**config.mk**
```make
export PLATFORM = sky130hd
export DESIGN_NAME = deq_ptr
export DESIGN_NICKNAME = d
export VERILOG_FILES = /design/src/rtl/deq_pkg.sv /design/src/rtl/deq_ptr.sv
export SDC_FILE = /design/constraint.sdc
export NUM_CORES = 1
export LEC_CHECK = 0
export ABC_AREA = 1
export BUFFER_PORTS_ARGS = -buffer_cell sky130_fd_sc_hd__buf_2
export CAP_MARGIN = 0
export CORE_MARGIN = 3
export CORE_UTILIZATION = 45
export CTS_CLUSTER_DIAMETER = 60
export DETAILED_ROUTE_END_ITERATION = 8
export SLEW_MARGIN = 5
export SYNTH_ARGS = -nofsm -noshare
export SYNTH_HDL_FRONTEND = slang
export SYNTH_SLANG_ARGS = --single-unit
```
**constraint.sdc**
```tcl
create_clock -name clk -period 2.9 [get_ports clk]
set_input_delay 0.145 -clock clk [delete_from_list [all_inputs] [get_ports clk]]
set_output_delay 0.145 -clock clk [all_outputs]
set_load 0.005 [all_outputs]
```
**src/rtl/deq_pkg.sv**
```systemverilog
`timescale 1ns / 1ps
// Shared constants, command and status codes, and the memory operation type of the deque.
package deq_pkg;

	localparam int CMD_W   = 3;
	localparam int DATA_W  = 32;
	localparam int COUNT_W = 11;
	localparam int STAT_W  = 2;

	// Command codes carried by each input item.
	localparam logic [CMD_W-1:0] CMD_PUSH_FRONT = 3'd0;
	localparam logic [CMD_W-1:0] CMD_PUSH_BACK  = 3'd1;
	localparam logic [CMD_W-1:0] CMD_POP_FRONT  = 3'd2;
	localparam logic [CMD_W-1:0] CMD_POP_BACK   = 3'd3;
	localparam logic [CMD_W-1:0] CMD_PEEK_FRONT = 3'd4;
	localparam logic [CMD_W-1:0] CMD_PEEK_BACK  = 3'd5;
	localparam logic [CMD_W-1:0] CMD_CLEAR      = 3'd6;

	// Status codes returned with each result item.
	localparam logic [STAT_W-1:0] ST_OK    = 2'd0;
	localparam logic [STAT_W-1:0] ST_DATA  = 2'd1;
	localparam logic [STAT_W-1:0] ST_EMPTY = 2'd2;
	localparam logic [STAT_W-1:0] ST_FULL  = 2'd3;

	// What the pointer logic asks of the entry memory for one item.
	typedef struct packed {
		logic              we;
		logic              re;
		logic [STAT_W-1:0] status;
	} mem_op_t;

endpackage

```
**src/rtl/deq_ptr.sv**
```systemverilog
`timescale 1ns / 1ps
// Head and count registers of the deque, with the entry address and status for each command.
module deq_ptr #(
	parameter int DEPTH = 1024,
	parameter int IW    = (DEPTH > 1) ? $clog2(DEPTH) : 1,
	parameter int CW    = $clog2(DEPTH + 1)
) (
	input  logic                    clk,
	input  logic                    arst_n,
	input  logic                    advance,
	input  logic [deq_pkg::CMD_W-1:0] cmd,
	output deq_pkg::mem_op_t        op,
	output logic [IW-1:0]           addr,
	output logic [CW-1:0]           count_nxt
);

	logic [IW-1:0] head_q;
	logic [CW-1:0] count_q;
	logic [IW-1:0] head_nxt;
	logic [IW-1:0] head_inc;
	logic [IW-1:0] head_dec;
	logic [IW-1:0] back_wr;
	logic [IW-1:0] back_rd;
	logic [CW-1:0] count_m1;
	logic          empty;
	logic          full;

	// Modular add of two indexes that are each below DEPTH.
	function automatic logic [IW-1:0] wrap_add(input logic [IW-1:0] a, input logic [IW-1:0] b);
		logic [IW:0] sum;
		sum = {1'b0, a} + {1'b0, b};
		if (sum >= (IW+1)'(DEPTH)) begin
			sum = sum - (IW+1)'(DEPTH);
		end
		return sum[IW-1:0];
	endfunction

	assign empty    = (count_q == '0);
	assign full     = (count_q == CW'(DEPTH));
	assign count_m1 = count_q - CW'(1);
	assign head_inc = (head_q == IW'(DEPTH - 1)) ? '0 : head_q + IW'(1);
	assign head_dec = (head_q == '0) ? IW'(DEPTH - 1) : head_q - IW'(1);
	// The count is below DEPTH whenever these are used, so its low bits suffice.
	assign back_wr  = wrap_add(head_q, count_q[IW-1:0]);
	assign back_rd  = wrap_add(head_q, count_m1[IW-1:0]);

	always_comb begin
		op.we     = 1'b0;
		op.re     = 1'b0;
		op.status = deq_pkg::ST_OK;
		addr      = head_q;
		head_nxt  = head_q;
		count_nxt = count_q;
		case (cmd) inside
			deq_pkg::CMD_PUSH_FRONT, deq_pkg::CMD_PUSH_BACK: begin
				if (full) begin
					op.status = deq_pkg::ST_FULL;
				end else begin
					op.we     = 1'b1;
					count_nxt = count_q + CW'(1);
					if (cmd == deq_pkg::CMD_PUSH_FRONT) begin
						addr     = head_dec;
						head_nxt = head_dec;
					end else begin
						addr = back_wr;
					end
				end
			end
			deq_pkg::CMD_POP_FRONT, deq_pkg::CMD_POP_BACK,
			deq_pkg::CMD_PEEK_FRONT, deq_pkg::CMD_PEEK_BACK: begin
				if (empty) begin
					op.status = deq_pkg::ST_EMPTY;
				end else begin
					op.re     = 1'b1;
					op.status = deq_pkg::ST_DATA;
					if (cmd == deq_pkg::CMD_POP_FRONT || cmd == deq_pkg::CMD_PEEK_FRONT) begin
						addr = head_q;
					end else begin
						addr = back_rd;
					end
					if (cmd == deq_pkg::CMD_POP_FRONT) begin
						head_nxt  = head_inc;
						count_nxt = count_m1;
					end else if (cmd == deq_pkg::CMD_POP_BACK) begin
						count_nxt = count_m1;
					end
				end
			end
			deq_pkg::CMD_CLEAR: begin
				head_nxt  = '0;
				count_nxt = '0;
			end
			default: begin
			end
		endcase
	end

	always_ff @(posedge clk or negedge arst_n) begin
		if (!arst_n) begin
			head_q  <= '0;
			count_q <= '0;
		end else if (advance) begin
			head_q  <= head_nxt;
			count_q <= count_nxt;
		end
	end

endmodule

```
# Word level (Yosys, flattened, before mapping)
# Cells that the tools add are included.
# classes
n_addsub	8
mul	0
n_div	0
order_cmp	2
n_eq_ne	12
n_shift	0
n_mux	33
n_bitwise	0
n_reduce_logical	8
# ops
cell	n
$mux 10	17
$mux 11	7
$sub 10x1->10 const B	3
$add 10x10->11	2
$ge 11x11->1 const B	2
$add 11x1->11 const B	1
$eq 11x11->1 const B	1
$logic_not 11->1	1
$sub 11x1->11 const B	1
$add 10x1->10 const B	1
$eq 10x10->1 const B	1
$logic_not 10->1	1
$eq 3x3->1 const B	3
$mux 2	4
$eq 3x2->1 const B	2
$ne 3x2->1 const B	2
$reduce_and 6->1	1
$mux 1	5
$ne 2x2->1 const B	2
$reduce_or 4->1	1
$eq 3x1->1 const B	1
$logic_not 3->1	1
$reduce_bool 3->1	1
$reduce_or 2->1	1
$logic_or 1x1->1	1
# word_totals
register_bits	21
latchBits	0
ram_bits	0
mem_bits_ro	0
output_inout_bits	25
memories	0

# Longest topological paths before layout
# Gate-level depths: netlist of the first run.
# logic_depth
depth_word	8
ltp_mapped	18

# Worst setup path after synthesis of the first run
# No wires, ideal clock.
# synth_path
path_kind	register to output
from	reg count_q[0]
to	out addr[9]
t_arrival_ns	2.131
slack_ns	0.624
stages_incl_launch_ff	17
n_path_buf	0
cell_sequence	dfrtp_1 > inv_1 > ha_1 > nand2_1 > o21ai_0 > nand2_1 > ha_1 > nand2_1 > inv_1 > a21oi_1 > nand2_1 > nor2_1 > nand2_1 > nand3_1 > nand2_1 > nand3_1 > nand2_1
# synth_via
elab_chain_cells	8
word_cells_on_any_way	17
# synth_lines
item	line_no	rtl
start, declared	deq_ptr.sv:18	logic [CW-1:0] count_q;
start signal, assigned	deq_ptr.sv:104	count_q <= count_nxt;
$sub 11x1->11	deq_ptr.sv:40	assign count_m1 = count_q - CW'(1);
$add 10x10->11	deq_ptr.sv:31	sum = {1'b0, a} + {1'b0, b};
$sub 10x1->10 or $ge 11x11->1 (tied branches)	deq_ptr.sv:33, deq_ptr.sv:32	
$mux 10	deq_ptr.sv:32	if (sum >= (IW+1)'(DEPTH)) begin
$mux 10	deq_ptr.sv:76	if (cmd == deq_pkg::CMD_POP_FRONT || cmd == deq_pkg::CMD_PEEK_FRONT) begin
$mux 10	deq_ptr.sv:71	if (empty) begin
$mux 10	deq_ptr.sv:54	case (cmd) inside
$mux 10 *	deq_ptr.sv:54	
end, declared	deq_ptr.sv:13	output logic [IW-1:0] addr,
# Mark *: on every way between the ends. The rest lies on a longest branch, timed or not.

# Worst setup path in the final report of the first run
# Ends and elaborated chain as after synthesis.

==> impl_metrics.toml, run 1 <==
[clock_network]
path_clk_slew_ns = 0.10
h-tree-depth = 1
worst_skew_pair.late_latency_ns = 0.28
cts_tree = "yes"
clock_path_buffers = 2
cts_made_buffers = 3
cts_root_buf = "clkbuf_8"
clock_sinks = 21

[worst_setup_path]
critPathCaptureType = "output pin"
cp.arrival_ns = 2.57
path_buf_inv = 3
cp_top_family = "simple AND/OR/NAND/NOR gates"
worstSetupPathType = "reg2out"
startpoint_type = "flip-flop"
r2r_setup_slack_ns = 0.80
crit_chain = "inv_4 > ha_4 > nand3_1 > xor2_1 > ha_1 > nand2_1 > nor2_2 > nand3_1 > inv_1 > nor2_1 > nand2_1 > nand3_1 > nand2_1 > nand3_1 > nand2_1 > buf_2"
cp_max_fo = 5
required_ns = 2.76
slowest_delay_ns = 0.46
crit_slowest_cell = "dfrtp_2"

[finish]
nets = 659
antenna_cells = 0
final_area_mm2 = 0.004031
drive_gt1_share_pct = 18.69
final_util_pct = 53.85
syn_to_final_growth_pct = 12.66

[sta]
fin_ws_ns = 0.1830
hold_viol = 0
tightest_slew_ns = 0.5948
finClkSkew_ns = 0.008647
drv_slew = 0
finalSetupViolCount = 0
fmax_mhz = 368.1
fin_setup_tns_ns = 0
fin_crit_ns = 2.717
min_period_over_period_pct = 93.69
slew_headroom_pct = 60.34
hold_slack_ns = 0.2274

[pwr]
clockPowerShare_pct = 6.6
switchingPower_mw = 1.961
swShare_pct = 56.43
power_density_mw_per_mm2 = 861.9
p_leak_nw = 2.177
seqPwrFrac_pct = 17.8
ir_drop_mv = 0.4827
intPower_mw = 1.514
p_comb_share_pct = 75.5

[die]
die_y_um = 95.18
ios = 31
core.rowCount = 31
initial_utilization_pct = 47.80
coreArea_mm2 = 0.007486
die_w_um = 95.18
fp.dieArea_mm2 = 0.009058

[min_path]
hold_class = "in2reg"

[route]
avgViaCountPerCell = 5.454
firstDrtPassIters = 5
drc_errors = 0
routed_wl_um = 11780
ant_nets = 0
drtIter0Drc = 302
vias = 3954
wl_per_cell_um = 16.25

[run_status]
status = "finished, final reports clean"

[synthesis]
yosysMostFrequentCell = "nand2_1"
yosysSeqAreaShare_pct = 14.69
synth-main-ff-cell = "dfrtp_1"
syn_inst = 585
syn_nets = 617
avgSynthCellArea_um2 = 6.117
syn_area_mm2 = 0.003578
synth_edf_count = 0
synth_commonest_cells = "nand2_1, inv_1, nand3_1"
synthDistinctLibCells = 46
ys_seq_elements = 21
synth_area_leaders = "nand2_1, dfrtp_1, nand3_1, ha_1, inv_1"
synth.top_cell.area_share_pct = 21.19
synth_top_cell_by_area = "nand2_1"
async_flop_share_pct = 100.0
yosysWarnings = 0

[placement]
port-buffer-count = 30
pre_cts_ws_ns = 0.2492
place_congestion = 0.9035
placed_cell_area_mm2 = 0.003820
post-dp-hpwl_um = 9325

[grt]
antenna_found_initial = 0
grt_overflow = 0
grtUsageTotal_pct = 26.48
grt_pass1_wl_um = 18440
grt_pass1_vias = 3470
grt_max_degree = 22

[job]
cap_viol_max_count = 0
[per-layer routing]
layer | GRT usage (%) | part of all wire [%]
met4 | 5.649 | 1.3
met2 | 38.78 | 44
met1 | 41.60 | 50
met3 | 2.131 | 4.8
met5 | 0 | 0
[power by group through the flow]
stage | sequential (mW) | clock [mW] | combinational [mW]
2_1_floorplan | 0.514 | 0 | 1.87
3_3_place_gp | 0.620 | 0 | 2.43
3_5_place_dp | 0.621 | 0 | 2.43
4_1_cts | 0.617 | 0.234 | 2.46
5_1_grt | 0.639 | 0.247 | 2.94
6_report | 0.620 | 0.231 | 2.62
[repair_timing]
| item | 4_1_cts | 5_1_grt |
|---|---|---|
| buffers inserted | 0 | 11 |
| hold endpoints to repair | 21 | 0 |
| pin swaps | 0 | 4 |
| hold buffers | 1 | 0 |
| gates resized for setup | 6 | 19 |
| setup endpoints to repair | 2 | 6 |
[area by class of cell]
class | count | area, µm²
inverters | 72 | 282.8
flip-flops and latches | 21 | 534.3
well taps | 99 | 123.9
repair buffers | 50 | 302.8
clock buffers | 3 | 41.29
clock inverters | 1 | 5.005
multi-input cells | 479 | 2741
fillers | 797 | 3455
[state kept, by name (all words and copies together), names as in the netlist]
register / cells
head_q: 10
count_q: 11
[worst min-delay path: stages]
cell	delay [ns]
buf_2	0.19
nand2_1	0.10
nand2_1	0.04
[stage by stage]
| stage | std cells | total power, mW |
|---|---|---|
| 2_1_floorplan | 585 | 2.388 |
| 3_3_place_gp | 709 | 3.052 |
| 3_5_place_dp | 709 | 3.051 |
| 4_1_cts | 714 | 3.315 |
| 5_1_grt | 725 | 3.830 |
| 6_report | 725 | 3.475 |
[cells in the final DEF (no fill, tap or decap), types with 3 or more instances in the layout]
master / synthesis / routed
a21oi_2: 2 / 5
nand2_1: 202 / 200
o21bai_1: 4 / 4
ha_1: 24 / 21
nand3_1: 61 / 61
o21ai_2: 7 / 7
inv_2: 4 / 7
a31oi_1: 3 / 3
nor2_4: 4 / 5
buf_2: 2 / 30
nor2_2: 2 / 3
nand2_2: 6 / 8
clkbuf_8: 0 / 3
o21ai_1: 8 / 8
xnor2_1: 9 / 9
dfrtp_1: 21 / 14
inv_1: 66 / 62
nand4_1: 11 / 11
nor2_8: 4 / 4
dfrtp_2: 0 / 7
o211ai_1: 9 / 9
nand2_4: 4 / 4
xor2_1: 16 / 15
buf_4: 2 / 19
o21ai_0: 26 / 26
nor2_1: 41 / 39
a21oi_1: 18 / 15
[logic make-up after synthesis]
group	Yosys count	share of synthesized area, %
xor gates and xnor gates	25	6.119
DFF	21	14.69
AOI/OAI and AO/OA	84	14.58
adders and majority gates	26	9.511
and+or+nand+nor	344	44.69
buffers and inverters	85	10.42
[worst paths after layout]
check | startpoint | depth (start not counted) | endpoint
max reg2reg | head_q[0]$_DFFE_PN0P_ | 12 | head_q[6]$_DFFE_PN0P_
min reg2reg | count_q[1]$_DFFE_PN0P_ | 2 | count_q[1]$_DFFE_PN0P_
min in group asynchronous | arst_n | 2 | head_q[6]$_DFFE_PN0P_
max in group asynchronous | arst_n | 2 | count_q[1]$_DFFE_PN0P_
min | advance | 3 | count_q[5]$_DFFE_PN0P_
max | count_q[0]$_DFFE_PN0P_ | 16 | addr[9]
No activity file was read; power rests on OpenSTA's default activity.
==> run 2, diff against run 1 <==
==> constraint.sdc (replaced) <==
create_clock -name clk -period 2.9 [get_ports clk]
set_input_delay 0.58 -clock clk [delete_from_list [all_inputs] [get_ports clk]]
set_output_delay 0.58 -clock clk [all_outputs]
set_load 0.005 [all_outputs]
==> run 2 against run 1 <==
The run now ends with setup timing left; sequential cell count unchanged; die area unchanged; maximum frequency down 10%; first-iteration DRC count up 3.3%.
==> impl_metrics.toml, run 2 (synthesis gave the netlist of run 1 again) <==
[run_status]
status = "finished, violations left"
violations = "setup timing"

[worst_setup_path]
crit_slowest_cell = "dfrtp_2"
startpoint_type = "flip-flop"
required_ns = 2.32
slowest_delay_ns = 0.47
path_buf_inv = 2
critPathCaptureType = "output pin"
cp_max_fo = 4
crit_chain = "nor2_4 > nand2_4 > nor2_2 > xor2_1 > ha_1 > nand2_4 > inv_1 > a21oi_2 > nand2_1 > nor2_1 > nand2_1 > nand3_1 > nand2_1 > nand3_2 > nand2_1 > buf_2"
worstSetupPathType = "reg2out"
cp.arrival_ns = 2.45
cp_top_family = "simple AND/OR/NAND/NOR gates"
path_common_cell = "nand2_1"

[die]
core.rowCount = 31
die_y_um = 95.18
coreArea_mm2 = 0.007486
initial_utilization_pct = 47.80
fp.dieArea_mm2 = 0.009058
die_w_um = 95.18
ios = 31

[pwr]
clockPowerShare_pct = 5.4
p_leak_nw = 2.372
switchingPower_mw = 2.190
ir_drop_mv = 0.5247
intPower_mw = 1.860
power.total_mw = 4.050
seqPwrFrac_pct = 14.7
p_comb_share_pct = 79.8
power_density_mw_per_mm2 = 901.8
swShare_pct = 54.07

[placement]
post-dp-hpwl_um = 9653
place_congestion = 0.9671
pre_cts_ws_ns = -0.009536
placed_cell_area_mm2 = 0.004008
placedCellCount = 734
port-buffer-count = 30

[route]
vias = 4128
ant_nets = 0
avgViaCountPerCell = 5.453
drtIter0Drc = 312
routed_wl_um = 12380
firstDrtPassIters = 5
wl_per_cell_um = 16.35
drc_errors = 0

[sta]
finClkSkew_ns = 0.003405
finalSetupViolCount = 5
fmax_mhz = 330.2
tightest_slew_ns = 0.6045
rsz0062_at_grt = "yes"
drv_slew = 0
min_period_over_period_pct = 104.4
hold_viol = 0
slew_headroom_pct = 59.70
fin_setup_tns_ns = -0.4067
hold_slack_ns = 0.3037
fin_crit_ns = 3.028
fin_ws_ns = -0.1284

[clock_network]
worst_skew_pair.late_latency_ns = 0.27
clock_sinks = 21
clock_path_buffers = 2
path_clk_slew_ns = 0.10
cts_tree = "yes"
cts_made_buffers = 3
h-tree-depth = 1
cts_root_buf = "clkbuf_8"

[grt]
antenna_found_initial = 0
grt_max_degree = 22
grt_pass1_vias = 3648
grt_overflow = 0
grt_pass1_wl_um = 19040
grtUsageTotal_pct = 27.39

[job]
cap_viol_max_count = 0

[finish]
final_util_pct = 59.99
antenna_cells = 0
syn_to_final_growth_pct = 25.49
largest_reg_flops = 11
final_common_cell = "nand2_1"
nets = 691
fin_cells = 757
final_area_mm2 = 0.004491
regMostFlops = "count_q"
drive_gt1_share_pct = 28.12
layout_common_cells = "nand2_1, inv_1, nand3_1, buf_4, nor2_1"
reg_top3 = "count_q: 11 flops, head_q: 10 flops"

[min_path]
hold_class = "in2async"
## run 2: worst reg2reg max path, stage by stage, from the launching register on
cell and delay [ns]:
dfrtp_2 0.47, nor2_4 0.15, buf_4 0.13, nand2_4 0.06
buf_4 0.16, nor2_8 0.14, nand2_4 0.09, nand2_8 0.12
buf_6 0.13, buf_4 0.12, a21oi_1 0.03, o21ai_0 0.08
nand3_1 0.10, nand2_1 0.07, nand2_1 0.05
## run 2: cell type report
type	count	area, µm²
clock buffers	3	41.29
clock inverters	1	7.507
fillers	747	2995
inverters	72	282.8
multi-input cells	479	2957
flip-flops and latches	21	530.5
well taps	99	123.9
repair buffers	82	548.0
## run 2: repair_timing
item / CTS / global route
hold buffers: 0 / 0
gates resized for setup: 44 / 28
pin swaps: 16 / 15
buffers inserted: 9 / 10
endpoints found under the setup margin: 7 / 11
## run 2: path summary, 6_finish.rpt
check / slack [ns] / startpoint / to / cells past startpoint
worst min register to register: 0.64 / head_q[1]$_DFFE_PN0P_ / head_q[1]$_DFFE_PN0P_ / 2
worst max-delay path: -0.13 / count_q[2]$_DFFE_PN0P_ / addr[9] / 16
worst max register to register: 0.91 / count_q[4]$_DFFE_PN0P_ / count_q[7]$_DFFE_PN0P_ / 14
worst min-delay path: 0.30 / arst_n / head_q[8]$_DFFE_PN0P_ / 1
min in group clk: 0.64 / head_q[1]$_DFFE_PN0P_ / head_q[1]$_DFFE_PN0P_ / 2
max in group asynchronous: 2.16 / arst_n / count_q[1]$_DFFE_PN0P_ / 1
## run 2: metal layers
metal  vias to the layer above  routed length, µm  GRT usage [%]
li1                       2047                  -              -
met1                      1906               5739          40.76
met2                       165               5657          43.27
met3                        10                877          3.394
met4                         0                106          3.486
met5                         -                  0              0
## run 2: power by group through the flow
stage                     Combinational, mW  Clock, mW  Sequential (mW)
after detailed placement               2.65          0            0.573
after global placement                 2.64          0            0.574
after floorplan                        1.87          0            0.514
after CTS                              2.96      0.228            0.588
after global routing                   3.56      0.237            0.603
final                                  3.23      0.220            0.597
